`src/hdl/fvnp_pkg.sv`:
```
// Shared types and constants for the four-value nibble packer.
// Used by the front, the queue, the back and the top level; no dependencies.
package fvnp_pkg;

    // Number of entries in the queue between front and back
    localparam int QDEPTH  = 4;
    localparam int QPTR_W  = $clog2(QDEPTH);
    localparam int QCNT_W  = $clog2(QDEPTH + 1);

    // Class codes of one value
    localparam logic [1:0] CLS_ZERO = 2'd0;
    localparam logic [1:0] CLS_NIB1 = 2'd1;
    localparam logic [1:0] CLS_NIB2 = 2'd2;
    localparam logic [1:0] CLS_NIB4 = 2'd3;

    // Stream widths
    localparam int NIB_W    = 64;   // up to sixteen nibbles, left aligned
    localparam int NBYTES_W = 4;    // one to nine bytes per item

    // One classified item waiting to be serialized
    typedef struct packed {
        logic [7:0]          header;
        logic [NIB_W-1:0]    nibbles;
        logic [NBYTES_W-1:0] nbytes;
    } t_pack_entry;

    // Queue status seen by front and back
    typedef struct packed {
        logic full;
        logic empty;
    } t_q_stat;

endpackage

```
`src/hdl/four_value_nibble_packer.sv`:
```
// Top level of the four-value nibble packer: front, queue and back.
// Depends on fvnp_pkg, fvnp_front, fvnp_queue and fvnp_back.
//
//  Channel  | Valid    | Stall    | Payload
//  ---------+----------+----------+-----------------------------------------
//  input    | i_valid  | o_stall  | i_value_a, i_value_b, i_value_c, i_value_d
//  output   | o_valid  | i_stall  | o_out_byte, o_is_last
//
// An item takes 1 + ceil(nibbles / 2) output beats, from 1 to 9 bytes; the back's
// single byte-wide output register emits one byte per cycle while i_stall is low.
// Classification is combinational; the queue registers the item on the accepting edge.
// The front accepts while the 4-entry queue has room, so input and output stall
// independently. Reset clears the queue pointers and the output valid.
module four_value_nibble_packer import fvnp_pkg::*; (
    input  logic               i_clk,
    input  logic               i_rst_n,
    input  logic               i_valid,
    output logic               o_stall,
    input  logic signed [15:0] i_value_a,
    input  logic signed [15:0] i_value_b,
    input  logic signed [15:0] i_value_c,
    input  logic signed [15:0] i_value_d,
    output logic               o_valid,
    input  logic               i_stall,
    output logic [7:0]         o_out_byte,
    output logic               o_is_last
);

    t_pack_entry front_entry;
    t_pack_entry head_entry;
    t_q_stat     qstat;
    logic        push;
    logic        pop;

    assign o_stall = qstat.full;
    assign push    = i_valid && !qstat.full;

    fvnp_front u_front (
        .i_value_a (i_value_a),
        .i_value_b (i_value_b),
        .i_value_c (i_value_c),
        .i_value_d (i_value_d),
        .o_entry   (front_entry)
    );

    fvnp_queue u_queue (
        .i_clk   (i_clk),
        .i_rst_n (i_rst_n),
        .i_push  (push),
        .i_entry (front_entry),
        .i_pop   (pop),
        .o_head  (head_entry),
        .o_stat  (qstat)
    );

    fvnp_back u_back (
        .i_clk      (i_clk),
        .i_rst_n    (i_rst_n),
        .i_head     (head_entry),
        .i_qstat    (qstat),
        .o_pop      (pop),
        .o_valid    (o_valid),
        .i_stall    (i_stall),
        .o_out_byte (o_out_byte),
        .o_is_last  (o_is_last)
    );

endmodule

```
`src/hdl/fvnp_front.sv`:
```
// Front of the packer: classifies the four values and lays out the nibble word.
// Depends on fvnp_pkg.
module fvnp_front import fvnp_pkg::*; (
    input  logic signed [15:0] i_value_a,
    input  logic signed [15:0] i_value_b,
    input  logic signed [15:0] i_value_c,
    input  logic signed [15:0] i_value_d,
    output t_pack_entry        o_entry
);

    logic [15:0]      raw   [4];
    logic [1:0]       cls   [4];
    logic [2:0]       cnt   [4];
    logic [15:0]      field [4];
    logic [NIB_W-1:0] word;
    logic [4:0]       pos;
    logic [4:0]       pos_rnd;
    logic [7:0]       header;

    assign raw[0] = i_value_a;
    assign raw[1] = i_value_b;
    assign raw[2] = i_value_c;
    assign raw[3] = i_value_d;

    // classify each value and left-align its nibbles
    always_comb begin
        for (int k = 0; k < 4; k++) begin
            if (raw[k] == 16'h0000) begin
                cls[k] = CLS_ZERO;
            end else if (raw[k][15:3] == '0 || raw[k][15:3] == '1) begin
                cls[k] = CLS_NIB1;
            end else if (raw[k][15:7] == '0 || raw[k][15:7] == '1) begin
                cls[k] = CLS_NIB2;
            end else begin
                cls[k] = CLS_NIB4;
            end
            case (cls[k])
                CLS_ZERO: begin
                    cnt[k]   = 3'd0;
                    field[k] = 16'h0000;
                end
                CLS_NIB1: begin
                    cnt[k]   = 3'd1;
                    field[k] = {raw[k][3:0], 12'h000};
                end
                CLS_NIB2: begin
                    cnt[k]   = 3'd2;
                    field[k] = {raw[k][7:0], 8'h00};
                end
                default: begin
                    cnt[k]   = 3'd4;
                    field[k] = raw[k];
                end
            endcase
        end
    end

    // concatenate the variable-length fields, earliest value at the top
    always_comb begin
        word = '0;
        pos  = '0;
        for (int k = 0; k < 4; k++) begin
            word = word | ({field[k], 48'h0} >> {pos, 2'b00});
            pos  = pos + {2'b00, cnt[k]};
        end
    end

    assign header  = {cls[3], cls[2], cls[1], cls[0]};
    assign pos_rnd = pos + 5'd1;

    // header byte plus one byte per nibble pair
    assign o_entry.header  = header;
    assign o_entry.nibbles = word;
    assign o_entry.nbytes  = NBYTES_W'(pos_rnd[4:1]) + NBYTES_W'(1);

endmodule

```
`src/hdl/fvnp_queue.sv`:
```
// Short queue of classified items between the front and the back.
// Depends on fvnp_pkg.
module fvnp_queue import fvnp_pkg::*; (
    input  logic        i_clk,
    input  logic        i_rst_n,
    input  logic        i_push,
    input  t_pack_entry i_entry,
    input  logic        i_pop,
    output t_pack_entry o_head,
    output t_q_stat     o_stat
);

    t_pack_entry       r_mem [QDEPTH];
    logic [QPTR_W-1:0] r_wptr, n_wptr;
    logic [QPTR_W-1:0] r_rptr, n_rptr;
    logic [QCNT_W-1:0] r_count, n_count;

    assign o_stat.full  = (r_count == QCNT_W'(QDEPTH));
    assign o_stat.empty = (r_count == '0);
    assign o_head       = r_mem[r_rptr];

    // pointer and fill count update
    always_comb begin
        n_wptr  = r_wptr;
        n_rptr  = r_rptr;
        n_count = r_count;
        if (i_push) begin
            n_wptr = r_wptr + QPTR_W'(1);
        end
        if (i_pop) begin
            n_rptr = r_rptr + QPTR_W'(1);
        end
        if (i_push && !i_pop) begin
            n_count = r_count + QCNT_W'(1);
        end else if (!i_push && i_pop) begin
            n_count = r_count - QCNT_W'(1);
        end
    end

    always_ff @(posedge i_clk) begin
        if (!i_rst_n) begin
            r_wptr  <= '0;
            r_rptr  <= '0;
            r_count <= '0;
        end else begin
            r_wptr  <= n_wptr;
            r_rptr  <= n_rptr;
            r_count <= n_count;
        end
    end

    // entry storage, no reset
    always_ff @(posedge i_clk) begin
        if (i_push) begin
            r_mem[r_wptr] <= i_entry;
        end
    end

    a_count_bound: assert property (@(posedge i_clk) disable iff (!i_rst_n)
        r_count <= QCNT_W'(QDEPTH))
        else $error("queue count above depth");

    a_ptr_gap: assert property (@(posedge i_clk) disable iff (!i_rst_n)
        (r_count != '0 && r_count != QCNT_W'(QDEPTH)) |-> (r_wptr != r_rptr))
        else $error("queue pointers disagree with count");

    a_no_underflow: assert property (@(posedge i_clk) disable iff (!i_rst_n)
        i_pop |-> !o_stat.empty)
        else $error("pop from empty queue");

endmodule

```
`src/hdl/fvnp_back.sv`:
```
// Back of the packer: serializes the head entry one byte per beat into an output register.
// Depends on fvnp_pkg.
module fvnp_back import fvnp_pkg::*; (
    input  logic        i_clk,
    input  logic        i_rst_n,
    input  t_pack_entry i_head,
    input  t_q_stat     i_qstat,
    output logic        o_pop,
    output logic        o_valid,
    input  logic        i_stall,
    output logic [7:0]  o_out_byte,
    output logic        o_is_last
);

    logic [NBYTES_W-1:0] r_idx, n_idx;
    logic                r_valid;
    logic [7:0]          r_byte;
    logic                r_last;
    logic                load;
    logic                take;
    logic                is_last;
    logic [2:0]          bsel;
    logic [NIB_W-1:0]    shifted;
    logic [7:0]          sel_byte;

    // output register frees when empty or when its beat is taken
    assign load = !r_valid || !i_stall;
    assign take = load && !i_qstat.empty;

    // byte selection: header first, then nibble pairs from the top
    assign bsel     = 3'(r_idx - NBYTES_W'(1));
    assign shifted  = i_head.nibbles << {bsel, 3'b000};
    assign sel_byte = (r_idx == '0) ? i_head.header : shifted[NIB_W-1 -: 8];
    assign is_last  = (r_idx == i_head.nbytes - NBYTES_W'(1));

    assign o_pop = take && is_last;

    always_comb begin
        n_idx = r_idx;
        if (take) begin
            n_idx = is_last ? '0 : r_idx + NBYTES_W'(1);
        end
    end

    always_ff @(posedge i_clk) begin
        if (!i_rst_n) begin
            r_idx   <= '0;
            r_valid <= 1'b0;
        end else begin
            r_idx <= n_idx;
            if (load) begin
                r_valid <= !i_qstat.empty;
            end
        end
    end

    // output payload, no reset
    always_ff @(posedge i_clk) begin
        if (take) begin
            r_byte <= sel_byte;
            r_last <= is_last;
        end
    end

    assign o_valid    = r_valid;
    assign o_out_byte = r_byte;
    assign o_is_last  = r_last;

    a_idx_in_range: assert property (@(posedge i_clk) disable iff (!i_rst_n)
        !i_qstat.empty |-> (r_idx < i_head.nbytes))
        else $error("byte index beyond entry length");

    a_idx_idle: assert property (@(posedge i_clk) disable iff (!i_rst_n)
        i_qstat.empty |-> (r_idx == '0))
        else $error("byte index not cleared while queue empty");

    a_item_continues: assert property (@(posedge i_clk) disable iff (!i_rst_n)
        (r_valid && !r_last && !i_stall) |=> r_valid)
        else $error("gap inside an item's byte stream");

endmodule

```
`config.mk`:
```
export PLATFORM = sky130hd
export DESIGN_NAME = four_value_nibble_packer
export DESIGN_NICKNAME = d
export VERILOG_FILES = /design/src/hdl/fvnp_pkg.sv /design/src/hdl/four_value_nibble_packer.sv /design/src/hdl/fvnp_front.sv /design/src/hdl/fvnp_queue.sv /design/src/hdl/fvnp_back.sv
export SDC_FILE = /design/constraint.sdc
export NUM_CORES = 1
export LEC_CHECK = 0
export BUFFER_PORTS_ARGS = -buffer_cell sky130_fd_sc_hd__clkbuf_2
export CELL_PAD_IN_SITES_DETAIL_PLACEMENT = 1
export CELL_PAD_IN_SITES_GLOBAL_PLACEMENT = 2
export CORE_MARGIN = 5
export CORE_UTILIZATION = 35
export CTS_CLUSTER_SIZE = 16
export DETAILED_ROUTE_END_ITERATION = 8
export PLACE_DENSITY_LB_ADDON = 0.1
export SKIP_LAST_GASP = 1
export SLEW_MARGIN = 15
export SYNTH_ARGS = -nofsm -noshare
export SYNTH_HDL_FRONTEND = slang
export SYNTH_SLANG_ARGS = --single-unit
export TNS_END_PERCENT = 20
```
`constraint.sdc`:
```
create_clock -name i_clk -period 6.3 [get_ports i_clk]
set_input_delay 0.945 -clock i_clk [delete_from_list [all_inputs] [get_ports i_clk]]
set_output_delay 0.945 -clock i_clk [all_outputs]
set_load 0.05 [all_outputs]
```
## Word level (Yosys, flattened, before mapping)

Memory sizes are Yosys's and may differ from the RTL's. A register that Yosys moved wholly into a read port is not among the register bits.
Cells that the tools add are included.

- Memory bits (read-only): 0
- RAM bits: 304
- Register bits after elaboration: 21
- Logic and storage cells: 112
- Output and inout port bits: 11
- Memories: 1
- Bits in latches: 0
- Input port bits: 68

Memory list:

| memory | words | bits a word | rd ports | clocked after memory_dff | write ports | RTL line | text |
|---|---|---|---|---|---|---|---|
| u_queue.r_mem | 4 | 76 | 1 | 1 | 1 | fvnp_queue.sv:13 | `t_pack_entry r_mem [QDEPTH];` |

- Divide/modulo/power cells: 0
- Eq/ne operators: 18
- Bitwise logic cells: 3
- $add $sub $neg: 12
- Shift-type cells: 4
- $lt $le $gt $ge: 0
- Multiply operators: 0
- Reductions and logical operators: 39
- Mux-type cells: 28

Operators by type and width:

| kind | number |
|---|---|
| bitwise OR 64 bit | 3 |
| case mux 16 bit (3 select lines) | 4 |
| right shift 64 x 7 -> 64 bit | 2 |
| logical NOT 16 bit | 4 |
| << shifter 64 x 6 -> 64 bit | 1 |
| right shift 64 x 5 -> 64 bit | 1 |
| equality test 13 bit, second input constant | 4 |
| logical NOT 13 bit | 4 |
| equality test 9 bit, second input constant | 4 |
| logical NOT 9 bit | 4 |
| case mux 3 bit (3 select lines) | 4 |
| two-way mux 2 bit | 10 |
| adder 5 x 3 -> 5 bit | 2 |
| logical OR 1 bit | 9 |
| adder 4 x 1 -> 4 bit, second input constant | 2 |
| equality test 2 x 1 -> 1 bit, second input constant | 4 |
| equality test 2 bit, second input constant | 4 |
| logical NOT 2 bit | 4 |
| two-way mux 8 bit | 1 |
| logical NOT 1 bit | 6 |
| two-way mux 1 bit | 6 |
| two-way mux 3 bit | 2 |
| subtractor 3 x 1 -> 3 bit, second input constant | 2 |
| adder 5 x 1 -> 5 bit, second input constant | 1 |
| 11 further kinds | 16 |

## Depth between registers and ports, before layout

Gate-level depths: netlist of run 1.

- Depth after elaboration: 12
- Gate-level depth with buffers: 23
- Gate-level depth less buffers: 19

## Cells and area by module

From an unflattened synthesis of run 1, not the netlist that was laid out.

- Cell total of the unflattened synthesis: 1,214
- Area, all modules: 16,794.9 sq um

Modules (own cells, without submodules):

| module | times used | sequential area each (sq um) | cells each | area each (sq um) |
|---|---|---|---|---|
| fvnp_queue | 1 | 9,308.9 | 440 | 11,456.0 |
| fvnp_front | 1 | 0.0 | 650 | 4,045.1 |
| fvnp_back | 1 | 370.4 | 123 | 1,280.0 |
| four_value_nibble_packer | 1 | 0.0 | 1 | 13.8 |

## Least setup slack after synthesis of run 1

Ideal clock, no wire load.

- Path type: input-to-reg
- Start: input port i_value_b[10]
- End: memory u_queue.r_mem[0][3] (netlist bit) (data pin)
- Data required time: 6.022 ns
- Arrival: 6.614 ns
- Stages: 19
- Path buffers: 3
- Setup time: 0.278 ns
- Setup slack: -0.592 ns
- Cells stage by stage: or4_4 or4_4 or4_4 nor4_1 nor2_1 ha_1 fa_1 clkbuf_1 clkinv_1 buf_1 fa_1 xor2_1 inv_1 clkbuf_1 ha_1 o41ai_1 xnor2_1 nor2_1 xnor2_1

RTL lines:

| item | RTL line | text |
|---|---|---|
| start: declaration | four_value_nibble_packer.sv:20 | `input logic signed [15:0] i_value_b,` |
| end: declaration | fvnp_queue.sv:13 |  |

==> flow_summary.toml, run 1 <==
[finish]
register_area_um2 = 9690
fill_cells = 4892
multi_input_area_um2 = 6600
layout.core_utilization = 0.412
area_of_all_placed_cells_without_fillers_um2 = 19500
drive_above_1_share = 0.260
synthToLayoutAreaGrowth_pct = 17.3
nets = 1467

[clock_tree]
cts.root.buffer_cell = "clkbuf_16"
clock_insertion_delay_worst_skew_ps = 510
cts_resized = 0
clock_tree.htree_level_count = 2
clock_tree.buffer_depth = 3
holdBufCountCts = 0
cts.sinks = 327
tritoncts_buffers = 34
cts_tree = "built"
postCtsSetupRepairBufs = 0
clkSlewWorstSetupHoldPaths_ps = 60

[drt]
antenna_left = 0
drt-initial-drc-count = 1021
vias_per_cell = 5.91
avgRoutedWirePerCell_um = 28.4
wl_um = 57400
route.vias.total = 11923
drt_pre_antenna_iters = 5
remaining_drc_errors = 0

[setup_path]
critical_path.max_fanout = 7
data_arrival_time_of_the_critical_path_ps = 6240
crit_cells = 19
worst-r2r-cell-count = 14
crit_slowest_cell = "or4_4"
critical_path.top_delay_family = "simple AND/OR/NAND/NOR gates"
crit_required_ps = 6680
path_cells = "clkbuf_2, or4_4, or4_4, or4_4, nor4_2, nor2_1, ha_1, fa_1, buf_4, ha_1, a21o_1, buf_4, o21a_1, nor2_1, o21a_1, nand2_1, buf_4, o211ai_1, buf_4"
cpPeakStageDelay_ps = 550
crit_buf_inv = 5
cp_launch_type = "input pin"
timing.critical_path.to_type = "register"
cpMostUsedCell = "buf_4"
timing_worst_setup_path_type = "in2reg"

[logic_synthesis]
synthAdderAreaFrac = 0.0176
dominant_combinational_cell_family_by_area_after_synthesis = "multiplexers"
synth.yosys.seq_area_share = 0.582
post_synth_edffs = 313
synthesis.area_per_instance_um2 = 13.6
synthesis.instances = 1228
synth_compound_gate_area_share = 0.118
synth_flop_cell = "edfxtp_1"
yosys_register_bits = 327
yosysWarnings = 0
synth_async_sr_flop_share = 0
yosys.area_share.xor_xnor = 0.0105
netlist-cell-type-count = 73
syn_nets = 1317
synthMuxAreaShare = 0.156
synth_simple_gate_area_share = 0.0916
netlist_area_um2 = 16600

[placed_design]
detailedPlacementHpwl_um = 42100
dpl_worst_slack_ps = -24.6
placedInstanceArea_um2 = 18400
place.port_buffers = 78
place_congestion = 0.983

[die]
io-pin-count = 79
die_h_um = 228
std_cell_rows = 80
start_util = 0.352
coreArea_um2 = 47300
design.die.area_um2 = 52000
die_x_um = 228

[global_routing]
overflow = 0
first_global_vias = 12496
first_pass_grt_wire_length_um = 86000
initial_antenna_violation_count = 0
grt_start_max_net_pins = 58
grt_util_all_layers = 0.218

[power]
irDropWorstVdd_v = 0.000219
power.share.sequential = 0.454
switching_share = 0.273
power.share.clock = 0.340
power.total_w = 0.00594
combinationalPowerShare = 0.205
leakage_nw = 6.54
power.switching_w = 0.00162
p_per_area_nw_per_um2 = 304
p_int_w = 0.00432

[sta]
final_critical_path_setup_slack_ps = 445
crit_share_post_route = 0.929
rsz_0062_raised_after_global_routing = "false"
total_count_of_max_transition_violations_in_the_final_report = 0
hold-worst-slack_ps = 475
setup_violations = 0
finClkSkew_ps = 20.6
max_clock_freq_mhz = 171
period_needed_ps = 5850
final-hold-violation-count = 0
maxSlewHeadroom = 0.283
worst-slew-pin-transition_ps = 1060

[hold_path]
min_path_cells = 2
min_path_type = "reg2reg"

[outcome]
run_status = "finished, final reports clean"

[job]
cap_violations = 0
==> cell usage in the layout, fill, tap and decap left out, types with 8 or more instances in the layout <==
master       n
a21oi_1     37
a221oi_1    14
a22oi_1     19
a31oi_1     20
a32oi_1      9
and2_1       8
buf_4      104
clkbuf_16   37
clkbuf_2    78
clkinv_1    14
dfxtp_1     12
edfxtp_1   313
ha_1        17
inv_1       30
mux2_2      16
mux2i_1     33
mux4_2      92
nand2_1    120
nand3_1     26
nand4_1     13
nor2_1      86
nor3_1      20
o211ai_1    14
o21ai_0     63
o221ai_1    12
o22ai_1     26
or3_1        8
xnor2_1     13
==> layer usage <==
| layer | global-route usage | vias up | wire length, um |
|---|---|---|---|
| met5 | 0 | - | 0 |
| met4 | 0.0802 | 0 | 2250 |
| li1 | - | 5253 | - |
| met1 | 0.318 | 6194 | 26400 |
| met3 | 0.0225 | 102 | 2570 |
| met2 | 0.341 | 374 | 26200 |
==> worst reg2reg max path: stages, from the launching register on <==
cell and delay (ps):
dfxtp_4 630, mux4_2 630, inv_1 90, ha_1 160, xnor2_1 130, xnor2_1 150, nor3_1 90, and2_1 220
inv_1 80, ha_1 170, inv_1 60, fa_1 370, xor2_1 170, or3_1 300, a21boi_0 180
==> state kept, by name, indices dropped and copies added, names as in the netlist, named ones only <==
| register | flops |
|---|---|
| u_back.o_is_last | 1 |
| u_back.o_out_byte | 8 |
| u_back.o_valid | 1 |
| u_back.r_idx | 4 |
| u_queue.r_count | 3 |
| u_queue.r_mem | 304 |
| u_queue.r_rptr | 2 |
| u_queue.r_wptr | 2 |
==> power by group through the flow <==
stage                     logic (W)  clock network [W]  registers [W]
after floorplan            0.000690                  0        0.00283
after global placement      0.00123                  0        0.00274
after detailed placement    0.00124                  0        0.00275
after CTS                   0.00125            0.00208        0.00270
after global routing        0.00131            0.00218        0.00272
final                       0.00122            0.00202        0.00270
==> kinds of logic (layout without fill, tap and decap cells) <==
logic type               count (synthesis)  after routing
multiplexers                           142            142
adder cells (fa/ha/maj)                 21             21
buffers and inverters                  107            282
AO/OA/AOI/OAI                          283            283
XOR/XNOR                                20             20
flip-flops                             327            327
AND/OR/NAND/NOR                        328            328
other                                    0              1
==> per-stage QoR <==
step / setup TNS, ps / std cells
2_1_floorplan: 0 / 1228
3_3_place_gp: -88.1 / 1957
3_5_place_dp: -98.5 / 1957
4_1_cts: 0 / 2018
5_1_grt: 0 / 2018
6_report: 0 / 2019
==> path summary, 6_finish.rpt <==
kind / startpoint / endpoint / slack (ps)
setup / recovery: i_value_b[10] / u_queue.r_mem[2][8] / 450
hold / removal: u_queue.r_rptr[1] / register / 470
setup reg to reg: register / u_queue.r_count[2] / 2800
hold reg to reg: u_queue.r_rptr[1] / register / 470
==> cell type report <==
cell class | count | area share
sequential | 327 | 0.496
multi-input combinational | 794 | 0.338
timing repair buffer | 183 | 0.0610
clock buffer | 43 | 0.0486
tap | 615 | 0.0394
clock inverter | 18 | 0.00929
inverter | 38 | 0.00750
antenna | 1 | 0.000128
==> synthesized netlist by cell type, drive strengths merged (8+ instances only) <==
| master | count | area share |
|---|---|---|
| mux4 | 92 | 0.12 |
| mux2 | 16 | 0.011 |
| clkbuf | 51 | 0.012 |
| a221oi | 15 | 0.0083 |
| nand4 | 13 | 0.0049 |
| o211ai | 14 | 0.0063 |
| ha | 17 | 0.013 |
| o22ai | 27 | 0.011 |
| or4 | 8 | 0.0043 |
| nand3 | 27 | 0.0089 |
| a21oi | 38 | 0.012 |
| nand2 | 120 | 0.027 |
| or3 | 8 | 0.0030 |
| o221ai | 13 | 0.0072 |
| a32oi | 9 | 0.0047 |
| inv | 33 | 0.0076 |
| edfxtp | 313 | 0.56 |
| dfxtp | 14 | 0.017 |
| nor2 | 86 | 0.019 |
| a22oi | 19 | 0.0086 |
| nor3 | 20 | 0.0060 |
| a31oi | 20 | 0.0075 |
| o21ai | 64 | 0.019 |
| and2 | 13 | 0.0050 |
| xnor2 | 14 | 0.0074 |
| mux2i | 34 | 0.021 |
| buf | 18 | 0.0046 |
No activity file was read; power rests on OpenSTA's default activity.
==> run 2: changes to the inputs <==
--- a/config.mk
+++ b/config.mk
@@ -9,7 +9,7 @@
 export CELL_PAD_IN_SITES_DETAIL_PLACEMENT = 1
 export CELL_PAD_IN_SITES_GLOBAL_PLACEMENT = 2
 export CORE_MARGIN = 5
-export CORE_UTILIZATION = 35
+export CORE_UTILIZATION = 40
 export CTS_CLUSTER_SIZE = 16
 export DETAILED_ROUTE_END_ITERATION = 8
 export PLACE_DENSITY_LB_ADDON = 0.1
==> constraint.sdc (replaced) <==
create_clock -name i_clk -period 6.3 [get_ports i_clk]
set_input_delay 0.315 -clock i_clk [delete_from_list [all_inputs] [get_ports i_clk]]
set_output_delay 0.315 -clock i_clk [all_outputs]
set_load 0.05 [all_outputs]
==> run 2 against run 1 <==
Register-to-register slack lost 200 ps. Die area shrank 12%. Flip-flop and latch count is the same. Sequential power is essentially flat. Via count shrank 1.5%. Critical path type unchanged. Critical endpoint is now u_queue.r_mem[2][53].
==> flow_summary.toml, run 2 (synthesized netlist as in run 1, its figures left out) <==
[die]
std_cell_rows = 74
coreArea_um2 = 41000
die_h_um = 214
start_util = 0.406
die_x_um = 214
design.die.area_um2 = 45800
io-pin-count = 79

[clock_tree]
clock_insertion_delay_worst_skew_ps = 530
postCtsSetupRepairBufs = 0
cts_tree = "built"
clock_tree.htree_level_count = 2
holdBufCountCts = 0
cts_resized = 0
tritoncts_buffers = 36
clock_tree.buffer_depth = 3
clkSlewWorstSetupHoldPaths_ps = 60
cts.root.buffer_cell = "clkbuf_16"
cts.sinks = 327

[placed_design]
detailedPlacementHpwl_um = 40400
place_congestion = 0.977
place.port_buffers = 78

[hold_path]
min_path_cells = 3
min_path_type = "in2reg"

[drt]
remaining_drc_errors = 0
drt-initial-drc-count = 1093
antenna_left = 0
route.vias.total = 11740
wl_um = 55300
avgRoutedWirePerCell_um = 29.4
vias_per_cell = 6.24
drt_pre_antenna_iters = 6

[setup_path]
timing.critical_path.to_type = "register"
worstReg2RegEnd = "u_back.o_out_byte[7]"
cp_launch_type = "input pin"
critical_path.max_fanout = 25
data_arrival_time_of_the_critical_path_ps = 5890
critical_path.startpoint = "i_value_b[10]"
crit_required_ps = 6550
worst-r2r-cell-count = 6
crit_slowest_cell = "fa_1"
path_cells = "clkbuf_2, or4_4, or4_4, or4_4, nor4_1, nor2_1, ha_1, fa_1, buf_4, ha_1, a21o_1, and2_1, mux2i_1, nor2b_1, buf_4, nand2_1, nor3_1, a31oi_1, o211ai_1"
worstSetupEndpoint = "u_queue.r_mem[2][53]"
cpPeakStageDelay_ps = 570
timing_worst_setup_path_type = "in2reg"
cpMostUsedCell = "or4_4"
timing.reg2reg.setup_slack_ps = 2600

[power]
combinationalPowerShare = 0.197
leakage_nw = 6.30
power.share.sequential = 0.448
p_per_area_nw_per_um2 = 317
irDropWorstVdd_v = 0.000176
power.switching_w = 0.00165
p_int_w = 0.00438
switching_share = 0.274
power.share.clock = 0.355

[sta]
timing.setup.tns_ps = 0
setup_violations = 0
rsz_0062_raised_after_global_routing = "false"
maxSlewHeadroom = 0.341
period_needed_ps = 5640
crit_share_post_route = 0.894
final-hold-violation-count = 0
finClkSkew_ps = 15.0
max_clock_freq_mhz = 177
worst-slew-pin-transition_ps = 961
hold-worst-slack_ps = 54.8
total_count_of_max_transition_violations_in_the_final_report = 0

[finish]
top_register = "u_queue.r_mem"
most-common-layout-cells = "edfxtp_1, nand2_1, mux4_2"
synthToLayoutAreaGrowth_pct = 14.4
nets = 1413
most_common_cell_after_layout_fill_and_taps_aside = "edfxtp_1"
drive_above_1_share = 0.231
number_of_flip_flops_under_the_largest_register_name = 304

[outcome]
run_status = "finished, final reports clean"

[global_routing]
first_global_vias = 12189
initial_antenna_violation_count = 0
overflow = 0
grt_start_max_net_pins = 58
first_pass_grt_wire_length_um = 82200
grt_util_all_layers = 0.236

[job]
cap_violations = 0
-- run 2: cell count changes in the layout (fill, tap and decap cells not counted), moves of 2 or more --
cell and change:
clkinv_1 -2, inv_6 +3, buf_4 -55, clkbuf_1 -4
clkinvlp_4 +2
-- run 2: per-layer routing --
metal	vias to the layer above	part of all wire	routed length [um]	global-route usage
met5	-	0	0	0
li1	5128	-	-	-
met1	6070	0.44	24400	0.339
met3	122	0.055	3020	0.0285
met2	420	0.46	25600	0.373
met4	0	0.041	2280	0.0865
-- run 2: cell type report --
cell class / instances / area [um^2]
Multi-Input combinational cell: 794 / 6570
Tap cell: 532 / 666
Clock buffer: 40 / 958
Inverter: 38 / 145
Sequential cell: 327 / 9690
Antenna cell: 1 / 2.50
Timing Repair Buffer: 127 / 758
Fill cell: 4190 / 22000
Clock inverter: 22 / 254
-- run 2: per-stage QoR --
stage	worst slack (ps)	cells	total power [W]	area [um^2]	util
CTS	747	1880	0.00611	19000	0.464
global route	418	1880	0.00628	19000	0.464
finish	665	1881	0.00604	19000	0.464
detailed placement	195	1818	0.00397	17800	0.435
global placement	263	1818	0.00393	17800	0.435
floorplan	37.8	1228	0.00352	16600	-
-- run 2: power groups by stage --
stage / registers (W) / clock network [W] / logic [W]
after detailed placement: 0.00275 / 0 / 0.00121
after global placement: 0.00274 / 0 / 0.00119
final: 0.00271 / 0.00214 / 0.00119
after global routing: 0.00272 / 0.00229 / 0.00127
after CTS: 0.00271 / 0.00219 / 0.00122
after floorplan: 0.00283 / 0 / 0.000690
-- run 2: worst min-delay path by stage --
| stage | start | to | slack [ps] |
|---|---|---|---|
| finish | i_stall | u_back.o_valid | 50 |
| global route | i_stall | u_back.o_valid | 60 |
| CTS | i_stall | u_back.o_valid | 30 |
| detailed placement | u_queue.r_rptr[1] | register | 470 |
| global placement | u_queue.r_rptr[1] | register | 460 |
| floorplan | u_queue.r_rptr[1] | register | 450 |
-- run 2: worst max-delay path, delay by kind of cell --
family / cells / cell delay, ps
AO/OA/AOI/OAI: 3 / 600
AND/OR/NAND/NOR: 9 / 3010
buffers and inverters: 3 / 660
adder cells (fa/ha/maj): 3 / 1130
multiplexers: 1 / 170
==> run 3: changes to the inputs <==
--- a/config.mk
+++ b/config.mk
@@ -5,11 +5,12 @@
 export SDC_FILE = /design/constraint.sdc
 export NUM_CORES = 1
 export LEC_CHECK = 0
+export ABC_AREA = 1
 export BUFFER_PORTS_ARGS = -buffer_cell sky130_fd_sc_hd__clkbuf_2
 export CELL_PAD_IN_SITES_DETAIL_PLACEMENT = 1
 export CELL_PAD_IN_SITES_GLOBAL_PLACEMENT = 2
 export CORE_MARGIN = 5
-export CORE_UTILIZATION = 40
+export CORE_UTILIZATION = 35
 export CTS_CLUSTER_SIZE = 16
 export DETAILED_ROUTE_END_ITERATION = 8
 export PLACE_DENSITY_LB_ADDON = 0.1
==> run 3 against run 2 <==
Register-to-register slack lost 130 ps. Hold slack gained 62 ps. Synthesized cell count grew 58%. Critical endpoint is now u_queue.r_mem[2][62]. Critical path type unchanged. Sequential share of layout area shrank 1.2 points. Clock power shrank 14%. Sequential power shrank 2%. Combinational power grew 8%. Clock skew shrank 6.7 ps. Flip-flop and latch count is the same. Synthesized area grew 4.4%. Critical path depth grew 2. Routed wire length grew 15%.
==> flow_summary.toml, run 3 <==
[sta]
maxSlewHeadroom = 0.361
rsz_0062_raised_after_global_routing = "false"
worst-slew-pin-transition_ps = 957
timing.setup.tns_ps = 0
final-hold-violation-count = 0
total_count_of_max_transition_violations_in_the_final_report = 0
crit_share_post_route = 0.786
period_needed_ps = 4950
finClkSkew_ps = 8.28
setup_violations = 0
max_clock_freq_mhz = 202

[logic_synthesis]
post-synth-top-count-cell = "nand2_1"
netlist-cell-type-count = 40
synth_area_leaders = "edfxtp_1, nand2_1, nand3_1"
yosysWarnings = 0
netlist.top_cell.by_area = "edfxtp_1"
synthesis.area_per_instance_um2 = 8.97
post_synth_edffs = 313
yosysTopAreaCellShare = 0.541
syn_nets = 2026
netlist_area_um2 = 17400
yosys_register_bits = 327
synthesis.instances = 1937
synth.yosys.seq_area_share = 0.557
synth_async_sr_flop_share = 0
synth_commonest_cells = "nand2_1, edfxtp_1, nand3_1, nor2_1, o21ai_0"
synth_flop_cell = "edfxtp_1"

[clock_tree]
clock_tree.htree_level_count = 1
tritoncts_buffers = 31
clock_insertion_delay_worst_skew_ps = 560
cts.sinks = 327
clkSlewWorstSetupHoldPaths_ps = 70
cts_tree = "built"
cts.root.buffer_cell = "clkbuf_16"
cts_resized = 0
postCtsSetupRepairBufs = 0
holdBufCountCts = 0
clock_tree.buffer_depth = 3

[setup_path]
critical_path.top_delay_family = "simple AND/OR/NAND/NOR gates"
crit_slowest_cell = "nor2_2"
cpPeakStageDelay_ps = 720
path_cells = "clkbuf_2, inv_1, nand2_1, nor2_1, nand3_1, nand2_1, clkinv_1, ha_1, fa_1, xor2_1, ha_1, nand2_1, nand2_1, a31oi_1, inv_1, xor2_2, inv_2, nor2_2, buf_4, nand4_1, nand3b_1"
data_arrival_time_of_the_critical_path_ps = 5330
cp_launch_type = "input pin"
worst-r2r-cell-count = 15
crit_required_ps = 6670
timing_worst_setup_path_type = "in2reg"
crit_cells = 21
cpMostUsedCell = "nand2_1"
crit_buf_inv = 6
timing.critical_path.to_type = "register"
critical_path.max_fanout = 16

[placed_design]
place_congestion = 0.913
detailedPlacementHpwl_um = 45400
place.port_buffers = 78

[drt]
wl_um = 63700
route.vias.total = 14625
drt-initial-drc-count = 956
vias_per_cell = 5.49
antenna_left = 0
remaining_drc_errors = 0
avgRoutedWirePerCell_um = 23.9
drt_pre_antenna_iters = 5

[global_routing]
use_met3 = 0.0184
busiest_layer = "met2"
groute.layer.met2.usage = 0.385
overflow = 0
grt_util_all_layers = 0.231
initial_antenna_violation_count = 6
globalRouteMet1Util = 0.325
first_pass_grt_wire_length_um = 95400
first_global_vias = 15110
grt_start_max_net_pins = 81

[die]
coreArea_um2 = 49100
io-pin-count = 79
die_h_um = 233
std_cell_rows = 81
design.die.area_um2 = 54200
die_x_um = 233
start_util = 0.354

[finish]
fill_cells = 5768
antennaDiodeCount = 0
multi_input_area_um2 = 6780
most-common-layout-cells = "nand2_1, edfxtp_1, nand3_1"
register_area_um2 = 9690
drive_above_1_share = 0.105
layout.core_utilization = 0.398
most_common_cell_after_layout_fill_and_taps_aside = "nand2_1"
synthToLayoutAreaGrowth_pct = 12.2
number_of_flip_flops_under_the_largest_register_name = 304
nets = 2064
top_register = "u_queue.r_mem"

[power]
leakage_nw = 7.52
p_per_area_nw_per_um2 = 297
irDropWorstVdd_v = 0.000220

[job]
cap_violations = 0

[hold_path]
min_path_cells = 5
min_path_type = "in2reg"

[outcome]
run_status = "finished, final reports clean"
-- run 3: cell types whose count changed in the layout (fill, tap and decap cells not counted), sizes merged, moves of 16 or more --
cell | before | now
a22oi | 19 | 2
a31oi | 20 | 4
inv | 36 | 128
mux2 | 16 | 0
mux2i | 34 | 0
mux4 | 92 | 0
nand2 | 120 | 414
nand3 | 27 | 282
nand4 | 13 | 38
nor2 | 86 | 210
o21ai | 64 | 180
o221ai | 13 | 48
-- run 3: worst paths after layout --
kind | start | to | slack [ps]
min reg2reg | u_queue.r_rptr[1] | register | 510
min | i_stall | u_back.o_valid | 120
max | i_value_a[15] | u_queue.r_mem[2][62] | 1350
max reg2reg | register | u_queue.r_count[1] | 2470
-- run 3: final cells by class --
cell class,count,share of cell area
Timing Repair Buffer,119,0.0358
Sequential cell,327,0.497
Clock inverter,20,0.00949
Tap cell,664,0.0426
Multi-Input combinational cell,1361,0.348
Inverter,135,0.0262
Clock buffer,37,0.0419
-- run 3: logic make-up after synthesis --
group | count (synthesis) | synth area share
AO/OA/AOI/OAI | 344 | 0.120
adder cells (fa/ha/maj) | 21 | 0.0168
buffers and inverters | 249 | 0.0557
AND/OR/NAND/NOR | 983 | 0.244
XOR/XNOR | 13 | 0.00698
flip-flops | 327 | 0.557
-- run 3: tightest hold or removal path, cell delays in order --
cell and delay [ps]:
clkbuf_2 80, nand2_1 40, inv_1 80, o21ai_0 90
inv_1 50
-- run 3: routing by layer --
| metal | routed length, um | vias up | part of all wire |
|---|---|---|---|
| met1 | 29400 | 7322 | 0.46 |
| met4 | 1790 | 2 | 0.028 |
| met5 | 13 | - | 0.00020 |
| li1 | - | 6912 | - |
| met2 | 30200 | 304 | 0.47 |
| met3 | 2350 | 85 | 0.037 |
-- run 3: report_power, final --
group          switching, W  leakage (nW)  total (W)  internal (W)
sequential        0.0000591          2.91    0.00266       0.00260
combinational      0.000951          4.11    0.00129      0.000342
clock              0.000799         0.488    0.00185       0.00105
total               0.00181          7.52    0.00580       0.00399
-- run 3: stage by stage --
step           instances  cell area [um^2]  worst slack [ps]  total power (W)  hold slack (ps)
3_3_place_gp        2606             18500               813          0.00400              491
3_5_place_dp        2606             18500               699          0.00402              507
5_1_grt             2663             19500               952          0.00605              141
4_1_cts             2663             19500              1220          0.00586             86.0
2_1_floorplan       1937             17400              1630          0.00346              445
6_report            2663             19500              1350          0.00580              117
